`src/rtl/core/rles_pkg.sv`:
```
// shared types and constants for the rgb led effect sequencer
// no dependencies
`timescale 1ns / 1ps

package rles_pkg;

    localparam int CFG_INDEX_W = 3;
    localparam int CFG_DATA_W  = 10;
    localparam int LEN_W       = 16;

    localparam logic [CFG_INDEX_W-1:0] REG_POWER_ON     = 3'd0;
    localparam logic [CFG_INDEX_W-1:0] REG_ANIMATED     = 3'd1;
    localparam logic [CFG_INDEX_W-1:0] REG_PROFILE      = 3'd2;
    localparam logic [CFG_INDEX_W-1:0] REG_STATIC_RED   = 3'd3;
    localparam logic [CFG_INDEX_W-1:0] REG_STATIC_GREEN = 3'd4;
    localparam logic [CFG_INDEX_W-1:0] REG_STATIC_BLUE  = 3'd5;
    localparam logic [CFG_INDEX_W-1:0] REG_STEP_DELAY   = 3'd6;

    localparam logic [2:0] PROF_WAVE  = 3'd1;
    localparam logic [2:0] PROF_HEART = 3'd2;
    localparam logic [2:0] PROF_FLASH = 3'd3;
    localparam logic [2:0] PROF_BLINK = 3'd4;

    localparam logic [7:0] LEVEL_FULL  = 8'd255;
    localparam logic [7:0] LEVEL_TOP   = 8'd254;
    localparam logic [7:0] HEART_LOW   = 8'd25;
    localparam logic [7:0] HEART_FALL  = 8'd26;

    localparam logic [LEN_W-1:0] HEART_STEP_MS = 16'd2;
    localparam logic [LEN_W-1:0] PAUSE_MS      = 16'd500;
    localparam logic [LEN_W-1:0] FLASH_MUL     = 16'd10;
    localparam logic [LEN_W-1:0] BLINK_MUL     = 16'd50;
    localparam logic [9:0]       FLASH_MIN_MS  = 10'd4;

    typedef struct packed {
        logic       power_on;
        logic       animated_mode;
        logic [2:0] effect_profile;
        logic [7:0] static_red;
        logic [7:0] static_green;
        logic [7:0] static_blue;
        logic [9:0] step_delay_ms;
    } rles_cfg_t;

    // red in the lowest bits
    typedef struct packed {
        logic [7:0] blue;
        logic [7:0] green;
        logic [7:0] red;
    } rles_rgb_t;

endpackage

```
`src/rtl/core/rgb_led_effect_sequencer.sv`:
```
// top level of the rgb led effect sequencer: stream ports and output valid
// depends on rles_pkg, rles_cfg and rles_fx
`timescale 1ns / 1ps

// One input word is one millisecond tick and gives one output word with the
// red, green and blue duty levels. A word is taken every cycle unless the output
// is stalled: the effect state and the colour register update from the tick as
// it is taken, and the colour register is the output data, so a word is
// accepted whenever the output is empty or being taken in the same cycle.
// Configuration writes are taken at any time with no wait and should be made
// only while no word is in flight; a write to the profile register restarts
// the effect.

module rgb_led_effect_sequencer
#(
    parameter int DWELL_BITS = 16
)
(
    input  logic                             clk,
    input  logic                             rst_n,
    input  logic                             s_tvalid,
    output logic                             s_tready,
    input  logic [7:0]                       s_tdata,   // tick, zero pad
    output logic                             m_tvalid,
    input  logic                             m_tready,
    output logic [23:0]                      m_tdata,   // blue_level, green_level, red_level
    input  logic                             cfg_valid,
    output logic                             cfg_ready,
    input  logic [rles_pkg::CFG_INDEX_W-1:0] cfg_index,
    input  logic [rles_pkg::CFG_DATA_W-1:0]  cfg_data
);
    import rles_pkg::*;

    rles_cfg_t cfg;
    rles_rgb_t colour;
    logic      restart;
    logic      step;
    logic      m_valid_reg, m_valid_next;

    assign s_tready = !m_valid_reg || m_tready;
    assign step     = s_tvalid && s_tready;
    assign m_tvalid = m_valid_reg;
    assign m_tdata  = colour;

    always_comb
    begin
        m_valid_next = m_valid_reg;
        if (step)
            m_valid_next = 1'b1;
        else if (m_tready)
            m_valid_next = 1'b0;
    end

    always_ff @(posedge clk or negedge rst_n)
    begin
        if (!rst_n)
            m_valid_reg <= 1'b0;
        else
            m_valid_reg <= m_valid_next;
    end

    rles_cfg u_cfg
    (
        .clk       (clk),
        .rst_n     (rst_n),
        .cfg_valid (cfg_valid),
        .cfg_ready (cfg_ready),
        .cfg_index (cfg_index),
        .cfg_data  (cfg_data),
        .cfg       (cfg),
        .restart   (restart)
    );

    rles_fx #(.DWELL_BITS(DWELL_BITS)) u_fx
    (
        .clk     (clk),
        .rst_n   (rst_n),
        .cfg     (cfg),
        .restart (restart),
        .step    (step),
        .tick    (s_tdata[0]),
        .colour  (colour)
    );

endmodule

```
`src/rtl/core/rles_cfg.sv`:
```
// configuration register file for the rgb led effect sequencer
// depends on rles_pkg
`timescale 1ns / 1ps

module rles_cfg
(
    input  logic                           clk,
    input  logic                           rst_n,
    input  logic                           cfg_valid,
    output logic                           cfg_ready,
    input  logic [rles_pkg::CFG_INDEX_W-1:0] cfg_index,
    input  logic [rles_pkg::CFG_DATA_W-1:0]  cfg_data,
    output rles_pkg::rles_cfg_t            cfg,
    output logic                           restart
);
    import rles_pkg::*;

    rles_cfg_t cfg_reg;
    logic      wr;

    assign cfg_ready = 1'b1;
    assign wr        = cfg_valid;
    assign cfg       = cfg_reg;
    assign restart   = wr && (cfg_index == REG_PROFILE);

    always_ff @(posedge clk or negedge rst_n)
    begin
        if (!rst_n)
        begin
            cfg_reg <= '{step_delay_ms: 10'd1, default: '0};
        end
        else if (wr)
        begin
            unique case (cfg_index)
                REG_POWER_ON:     cfg_reg.power_on       <= cfg_data[0];
                REG_ANIMATED:     cfg_reg.animated_mode  <= cfg_data[0];
                REG_PROFILE:      cfg_reg.effect_profile <= cfg_data[2:0];
                REG_STATIC_RED:   cfg_reg.static_red     <= cfg_data[7:0];
                REG_STATIC_GREEN: cfg_reg.static_green   <= cfg_data[7:0];
                REG_STATIC_BLUE:  cfg_reg.static_blue    <= cfg_data[7:0];
                REG_STEP_DELAY:   cfg_reg.step_delay_ms  <= cfg_data;
                default:          ;
            endcase
        end
    end

endmodule

```
`src/rtl/core/rles_fx.sv`:
```
// effect state and colour update, one word per cycle while step is high and restart is low
// depends on rles_pkg
`timescale 1ns / 1ps

module rles_fx
#(
    parameter int DWELL_BITS = 16
)
(
    input  logic                clk,
    input  logic                rst_n,
    input  rles_pkg::rles_cfg_t cfg,
    input  logic                restart,
    input  logic                step,
    input  logic                tick,
    output rles_pkg::rles_rgb_t colour
);
    import rles_pkg::*;

    rles_rgb_t             colour_reg, colour_next;
    logic [3:0]            phase_reg, phase_next;
    logic [7:0]            ramp_reg, ramp_next;
    logic [DWELL_BITS-1:0] dwell_reg, dwell_next;
    logic [1:0]            pulse_reg, pulse_next;

    logic                  out_of_range;
    logic [3:0]            ph;
    logic [7:0]            rv;
    logic [7:0]            hv;
    logic [DWELL_BITS-1:0] dw;
    logic [1:0]            pc;
    logic [1:0]            pc_inc;
    logic [9:0]            dly;
    logic [9:0]            flash_d;
    logic [LEN_W-1:0]      len;
    logic [DWELL_BITS-1:0] dw_inc;
    logic                  done;

    assign colour  = colour_reg;
    assign dly     = (cfg.step_delay_ms == 10'd0) ? 10'd1 : cfg.step_delay_ms;
    assign flash_d = (cfg.step_delay_ms < FLASH_MIN_MS) ? FLASH_MIN_MS : cfg.step_delay_ms;

    always_comb
    begin
        case (cfg.effect_profile)
            PROF_WAVE:  out_of_range = phase_reg > 4'd5;
            PROF_HEART: out_of_range = phase_reg > 4'd2;
            PROF_FLASH: out_of_range = phase_reg > 4'd5;
            default:    out_of_range = phase_reg > 4'd1;
        endcase
        ph = out_of_range ? 4'd0 : phase_reg;
        rv = out_of_range ? 8'd0 : ramp_reg;
        dw = out_of_range ? '0 : dwell_reg;
        pc = out_of_range ? 2'd0 : pulse_reg;

        case (cfg.effect_profile)
            PROF_WAVE:  len = LEN_W'(dly);
            PROF_HEART: len = (ph == 4'd2) ? PAUSE_MS : HEART_STEP_MS;
            PROF_FLASH: len = LEN_W'(flash_d) * FLASH_MUL;
            default:    len = LEN_W'(dly) * BLINK_MUL;
        endcase

        dw_inc = dw + DWELL_BITS'(1);
        done   = dw_inc >= DWELL_BITS'(len);
        pc_inc = pc + 2'd1;
        if (ph == 4'd0)
            hv = (rv < HEART_LOW) ? HEART_LOW : rv;
        else
            hv = (rv < HEART_FALL) ? HEART_FALL : rv;

        colour_next = colour_reg;
        phase_next  = phase_reg;
        ramp_next   = ramp_reg;
        dwell_next  = dwell_reg;
        pulse_next  = pulse_reg;

        if (!cfg.power_on || !cfg.animated_mode)
        begin
            colour_next = cfg.power_on ?
                          rles_rgb_t'{blue: cfg.static_blue, green: cfg.static_green,
                                      red: cfg.static_red} : rles_rgb_t'('0);
            phase_next  = 4'd0;
            ramp_next   = 8'd0;
            dwell_next  = '0;
            pulse_next  = 2'd0;
        end
        else if (tick && cfg.effect_profile >= PROF_WAVE && cfg.effect_profile <= PROF_BLINK)
        begin
            phase_next = ph;
            ramp_next  = rv;
            pulse_next = pc;
            dwell_next = done ? '0 : dw_inc;
            case (cfg.effect_profile)
                PROF_WAVE:
                begin
                    case (ph)
                        4'd0:    colour_next = '{blue: rv, green: 8'd0, red: LEVEL_FULL};
                        4'd1:    colour_next = '{blue: LEVEL_TOP, green: 8'd0, red: rv};
                        4'd2:    colour_next = '{blue: LEVEL_FULL, green: rv, red: 8'd0};
                        4'd3:    colour_next = '{blue: rv, green: LEVEL_TOP, red: 8'd0};
                        4'd4:    colour_next = '{blue: 8'd0, green: LEVEL_FULL, red: rv};
                        default: colour_next = '{blue: 8'd0, green: rv, red: LEVEL_TOP};
                    endcase
                    if (done)
                    begin
                        if (!ph[0])
                        begin
                            if (rv >= LEVEL_TOP)
                            begin
                                phase_next = ph + 4'd1;
                                ramp_next  = LEVEL_FULL;
                            end
                            else
                                ramp_next = rv + 8'd1;
                        end
                        else
                        begin
                            if (rv <= 8'd1)
                            begin
                                phase_next = (ph == 4'd5) ? 4'd0 : ph + 4'd1;
                                ramp_next  = 8'd0;
                            end
                            else
                                ramp_next = rv - 8'd1;
                        end
                    end
                end
                PROF_HEART:
                begin
                    if (ph == 4'd2)
                    begin
                        colour_next = '{blue: 8'd0, green: 8'd0, red: colour_reg.red};
                        if (done)
                        begin
                            phase_next = 4'd0;
                            ramp_next  = HEART_LOW;
                        end
                    end
                    else
                    begin
                        colour_next = '{blue: 8'd0, green: 8'd0, red: hv};
                        ramp_next   = hv;
                        if (done)
                        begin
                            if (ph == 4'd0)
                            begin
                                if (hv >= LEVEL_TOP)
                                begin
                                    phase_next = 4'd1;
                                    ramp_next  = LEVEL_FULL;
                                end
                                else
                                    ramp_next = hv + 8'd1;
                            end
                            else if (hv <= HEART_FALL)
                            begin
                                ramp_next = HEART_LOW;
                                if (pc_inc >= 2'd2)
                                begin
                                    pulse_next = 2'd0;
                                    phase_next = 4'd2;
                                end
                                else
                                begin
                                    pulse_next = pc_inc;
                                    phase_next = 4'd0;
                                end
                            end
                            else
                                ramp_next = hv - 8'd1;
                        end
                    end
                end
                PROF_FLASH:
                begin
                    case (ph)
                        4'd0:    colour_next = '{blue: 8'd0, green: 8'd0, red: LEVEL_FULL};
                        4'd2:    colour_next = '{blue: 8'd0, green: LEVEL_FULL, red: 8'd0};
                        4'd4:    colour_next = '{blue: LEVEL_FULL, green: 8'd0, red: 8'd0};
                        default: colour_next = '0;
                    endcase
                    if (done)
                        phase_next = (ph == 4'd5) ? 4'd0 : ph + 4'd1;
                end
                default:
                begin
                    colour_next = (ph == 4'd0) ?
                                  rles_rgb_t'{blue: cfg.static_blue, green: cfg.static_green,
                                              red: cfg.static_red} : rles_rgb_t'('0);
                    if (done)
                        phase_next = {ph[3:1], ~ph[0]};
                end
            endcase
        end
    end

    always_ff @(posedge clk or negedge rst_n)
    begin
        if (!rst_n)
        begin
            colour_reg <= '0;
            phase_reg  <= 4'd0;
            ramp_reg   <= 8'd0;
            dwell_reg  <= '0;
            pulse_reg  <= 2'd0;
        end
        else if (restart)
        begin
            phase_reg <= 4'd0;
            ramp_reg  <= 8'd0;
            dwell_reg <= '0;
            pulse_reg <= 2'd0;
        end
        else if (step)
        begin
            colour_reg <= colour_next;
            phase_reg  <= phase_next;
            ramp_reg   <= ramp_next;
            dwell_reg  <= dwell_next;
            pulse_reg  <= pulse_next;
        end
    end

endmodule

```
`config.mk`:
```
export PLATFORM = sky130hd
export DESIGN_NAME = rgb_led_effect_sequencer
export DESIGN_NICKNAME = d
export VERILOG_FILES = /design/src/rtl/core/rles_pkg.sv /design/src/rtl/core/rgb_led_effect_sequencer.sv /design/src/rtl/core/rles_cfg.sv /design/src/rtl/core/rles_fx.sv
export SDC_FILE = /design/constraint.sdc
export NUM_CORES = 1
export LEC_CHECK = 0
export BUFFER_PORTS_ARGS = -buffer_cell sky130_fd_sc_hd__buf_2
export CAP_MARGIN = 20
export CORE_ASPECT_RATIO = 0.7
export CORE_MARGIN = 3
export CORE_UTILIZATION = 50
export CTS_CLUSTER_SIZE = 28
export DETAILED_ROUTE_END_ITERATION = 16
export PLACE_DENSITY = 0.7
export SYNTH_ARGS = -nofsm -noshare
export SYNTH_HDL_FRONTEND = slang
export SYNTH_SLANG_ARGS = --single-unit
```
`constraint.sdc`:
```
create_clock -name clk -period 6 [get_ports clk]
set_input_delay 0.3 -clock clk [delete_from_list [all_inputs] [get_ports clk]]
set_output_delay 0.3 -clock clk [all_outputs]
set_load 0.1 [all_outputs]
```
==> results.yml <==
timing:
  final_max_slew_viol_count: 0
  fin_worst_skew_ps: 14.62
  post-route-worst-setup-slack_ps: 258.3
  final_period_minus_worst_setup_slack_ps: 5742
  maxSlewHeadroom_pct: 26.94
  min_period_over_period_pct: 95.69
  setup_viol: 0
  hold_violations: 0
  tightest_slew_ps: 1089
  achievable-frequency_mhz: 174.2
  finalSetupTns_ps: 0
route:
  drc_errors: 0
  antenna_violation_net_count_after_detailed_routing: 0
  wl_per_cell_um: 19.96
  via_count: 8005
  routed_via_density: 6.274
  routed_wirelength_um: 25470
  detailed_routing_iteration_count_for_the_pre_antenna_repair_pass: 7
  drt_iter0_markers: 955
global_routing:
  overflow_left_after_global_routing: 0
  largest_net_degree_at_the_start_of_global_routing: 66
  grt_util_all_layers_pct: 27.63
  grt_pass1_wl_um: 40800
  antenna_found_initial: 0
  grt_pass1_vias: 7309
synth:
  yosys_warnings: 0
  post_synthesis_cell_area_um2: 8467
  postSynthCellCount: 1011
  synth-async-reset-ratio_pct: 100.0
  yosysMostFrequentCell: "sky130_fd_sc_hd__nand2_1"
  synth.ff_latch_count: 94
  synth_seq_area_share_pct: 27.80
  edff_count_synth: 0
  post_synthesis_net_count: 1123
  synth_top_cells_by_area: "sky130_fd_sc_hd__dfrtp_1 27%, sky130_fd_sc_hd__ha_1 12%, sky130_fd_sc_hd__mux2_2 5.3%, sky130_fd_sc_hd__nand2_1 5.0%, sky130_fd_sc_hd__a21oi_1 4.3%"
  synth.largest_area_cell: "sky130_fd_sc_hd__dfrtp_1"
  cell_variety_after_synth: 81
  synth_flop_cell: "sky130_fd_sc_hd__dfrtp_1"
  synthesis.area_per_instance_um2: 8.375
  yosysTopAreaCellShare_pct: 27.49
  synth.top_cells.by_count: "112 x sky130_fd_sc_hd__nand2_1, 93 x sky130_fd_sc_hd__dfrtp_1, 80 x sky130_fd_sc_hd__ha_1"
clock_network:
  htree_num_levels: 3
  root_buffer: "sky130_fd_sc_hd__clkbuf_16"
  clk-insertion-delay-late_ps: 360
  longest_clk_path_bufs: 2
  tritoncts_num_sinks: 94
  cts_tree: "yes"
  cts_inserted_buffers: 9
  clk_pin_slew_worst_paths_ps: 80
die:
  rows: 39
  core_um2: 16440
  die-area_um2: 18560
  start_util_pct: 51.49
  die_width_um: 161.5
  die_height_um: 114.9
  io_pins: 53
critical_path:
  endpoint_kind: "register"
  critical-path-slowest-cell: "sky130_fd_sc_hd__fa_1"
  criticalPathCategory: "reg -> reg"
  crit_arrival_ps: 6040
  timing.critical_path.required_ps: 6290
  cpPeakStageDelay_ps: 500
  crit_path_max_fanout: 5
  top_cell_by_count_worst_path: "sky130_fd_sc_hd__ha_1"
  timing.critical_path.from_type: "register"
placed_design:
  buffer_ports.inserted: 44
  routabilityCongestion: 1.007
  dp.final_hpwl_um: 19170
  setup_slack_at_placement_ps: -137.8
pwr:
  cellPowerDensity_nw_per_um2: 378.2
  max-vdd-ir-drop_mv: 0.3219
  power.static_leakage_nw: 4.281
finish:
  number_of_fillers_in_the_final_layout: 1501
  largest_register_ffs: 39
  syn2layout_area_growth_pct: 11.01
  post_route_cells_drive_above_1_share_pct: 16.18
  nets: 1158
  insertedDiodeCount: 0
job:
  maxCapViolCount: 0
min_path:
  hold_class: "in -> reg"
status:
  status: "finished, final reports clean"
==> through the flow <==
stage	instance area, um2	hold slack, ps	cells	utilization [%]	power, mW
2_1_floorplan	8469	4.409	1011	-	2.382
3_3_place_gp	9005	259.1	1257	54.76	2.841
3_5_place_dp	9005	263.5	1257	54.76	2.874
4_1_cts	9324	172.1	1275	56.70	3.475
5_1_grt	9399	176.1	1276	57.16	3.813
6_report	9399	172.8	1276	57.16	3.555
==> final timing paths <==
check	startpoint	endpoint	slack [ps]	cells after the start
max in group asynchronous	rst_n	u_cfg.cfg[18]	4450	3
setup / recovery	u_cfg.cfg[8]	u_fx.ramp_reg[2]	260	28
hold reg to reg	u_fx.colour[2]	u_fx.colour[2]	480	2
min in group asynchronous	rst_n	u_fx.ramp_reg[0]	420	2
setup reg to reg	u_cfg.cfg[8]	u_fx.ramp_reg[2]	260	28
hold / removal	s_tvalid	m_tvalid	170	2
==> power by group <==
| part | internal, mW | leakage (nW) | switching [mW] |
|---|---|---|---|
| clock | 0.296 | 0.144 | 0.301 |
| sequential | 0.746 | 1.21 | 0.0953 |
| combinational | 0.759 | 2.93 | 1.36 |
| total | 1.80 | 4.28 | 1.75 |
==> final cells by class <==
type	instances	area, um2	area share (%)
clock buffers	9	225.2	2.396
clock inverters	7	75.07	0.7987
inverters	47	178.9	1.904
multi-input cells	806	5729	60.96
flip-flops and latches	94	2354	25.04
well taps	225	281.5	2.995
repair buffers	88	555.5	5.911
==> kinds of logic (layout without fill, tap and decap cells) <==
group | Yosys count | after routing | synth area share (%)
AND/OR/NAND/NOR | 319 | 319 | 18.16
AO/OA/AOI/OAI | 315 | 315 | 25.33
buffers and inverters | 111 | 151 | 5.394
flip-flops | 94 | 94 | 27.80
adder cells (fa/ha/maj) | 86 | 86 | 13.24
multiplexers | 44 | 44 | 5.793
XOR/XNOR | 41 | 41 | 4.241
other | 1 | 1 | 0.04429
==> what timing repair did <==
action                                  4_1_cts  5_1_grt
hold buffers                                  1        0
pin swaps                                     2        3
resized for setup                             1       10
hold endpoints to repair                     29        0
setup buffers                                 1        1
endpoints found under the setup margin        7       13
==> worst max-delay path: cells and delay by family (launching register included) <==
family                     cells  cell delay [ps]
AOI/OAI and AO/OA              9             1890
xor gates and xnor gates       1              170
adders and majority gates      6             1810
buffers and inverters          5              420
DFF                            1              380
and+or+nand+nor                7             1020
==> metal layers <==
layer  global-route usage (%)  wire [um]
met3                    5.798       2700
met4                    6.934        468
met2                    37.22      10040
met1                    44.21      12260
met5                        0          0
==> placed cells by master (no fill, tap or decap), types with 8 or more instances in the layout <==
cell type and n:
sky130_fd_sc_hd__or3_1 8, sky130_fd_sc_hd__o21ai_0 64, sky130_fd_sc_hd__a22o_1 30, sky130_fd_sc_hd__buf_4 44, sky130_fd_sc_hd__xnor2_1 19, sky130_fd_sc_hd__a31oi_1 12
sky130_fd_sc_hd__a21o_1 8, sky130_fd_sc_hd__nor2b_1 8, sky130_fd_sc_hd__and3_1 9, sky130_fd_sc_hd__nor3_1 15, sky130_fd_sc_hd__inv_1 44, sky130_fd_sc_hd__nand2b_1 10
sky130_fd_sc_hd__nor2_1 62, sky130_fd_sc_hd__xor2_1 22, sky130_fd_sc_hd__ha_1 78, sky130_fd_sc_hd__dfrtp_1 93, sky130_fd_sc_hd__nand2_1 112, sky130_fd_sc_hd__clkbuf_16 9
sky130_fd_sc_hd__o22ai_1 14, sky130_fd_sc_hd__buf_2 43, sky130_fd_sc_hd__o211ai_1 18, sky130_fd_sc_hd__nand3_1 24, sky130_fd_sc_hd__nand4_1 15, sky130_fd_sc_hd__mux2_2 40
sky130_fd_sc_hd__a21oi_1 71, sky130_fd_sc_hd__and2_1 29
(Power assumes the default switching activity.)
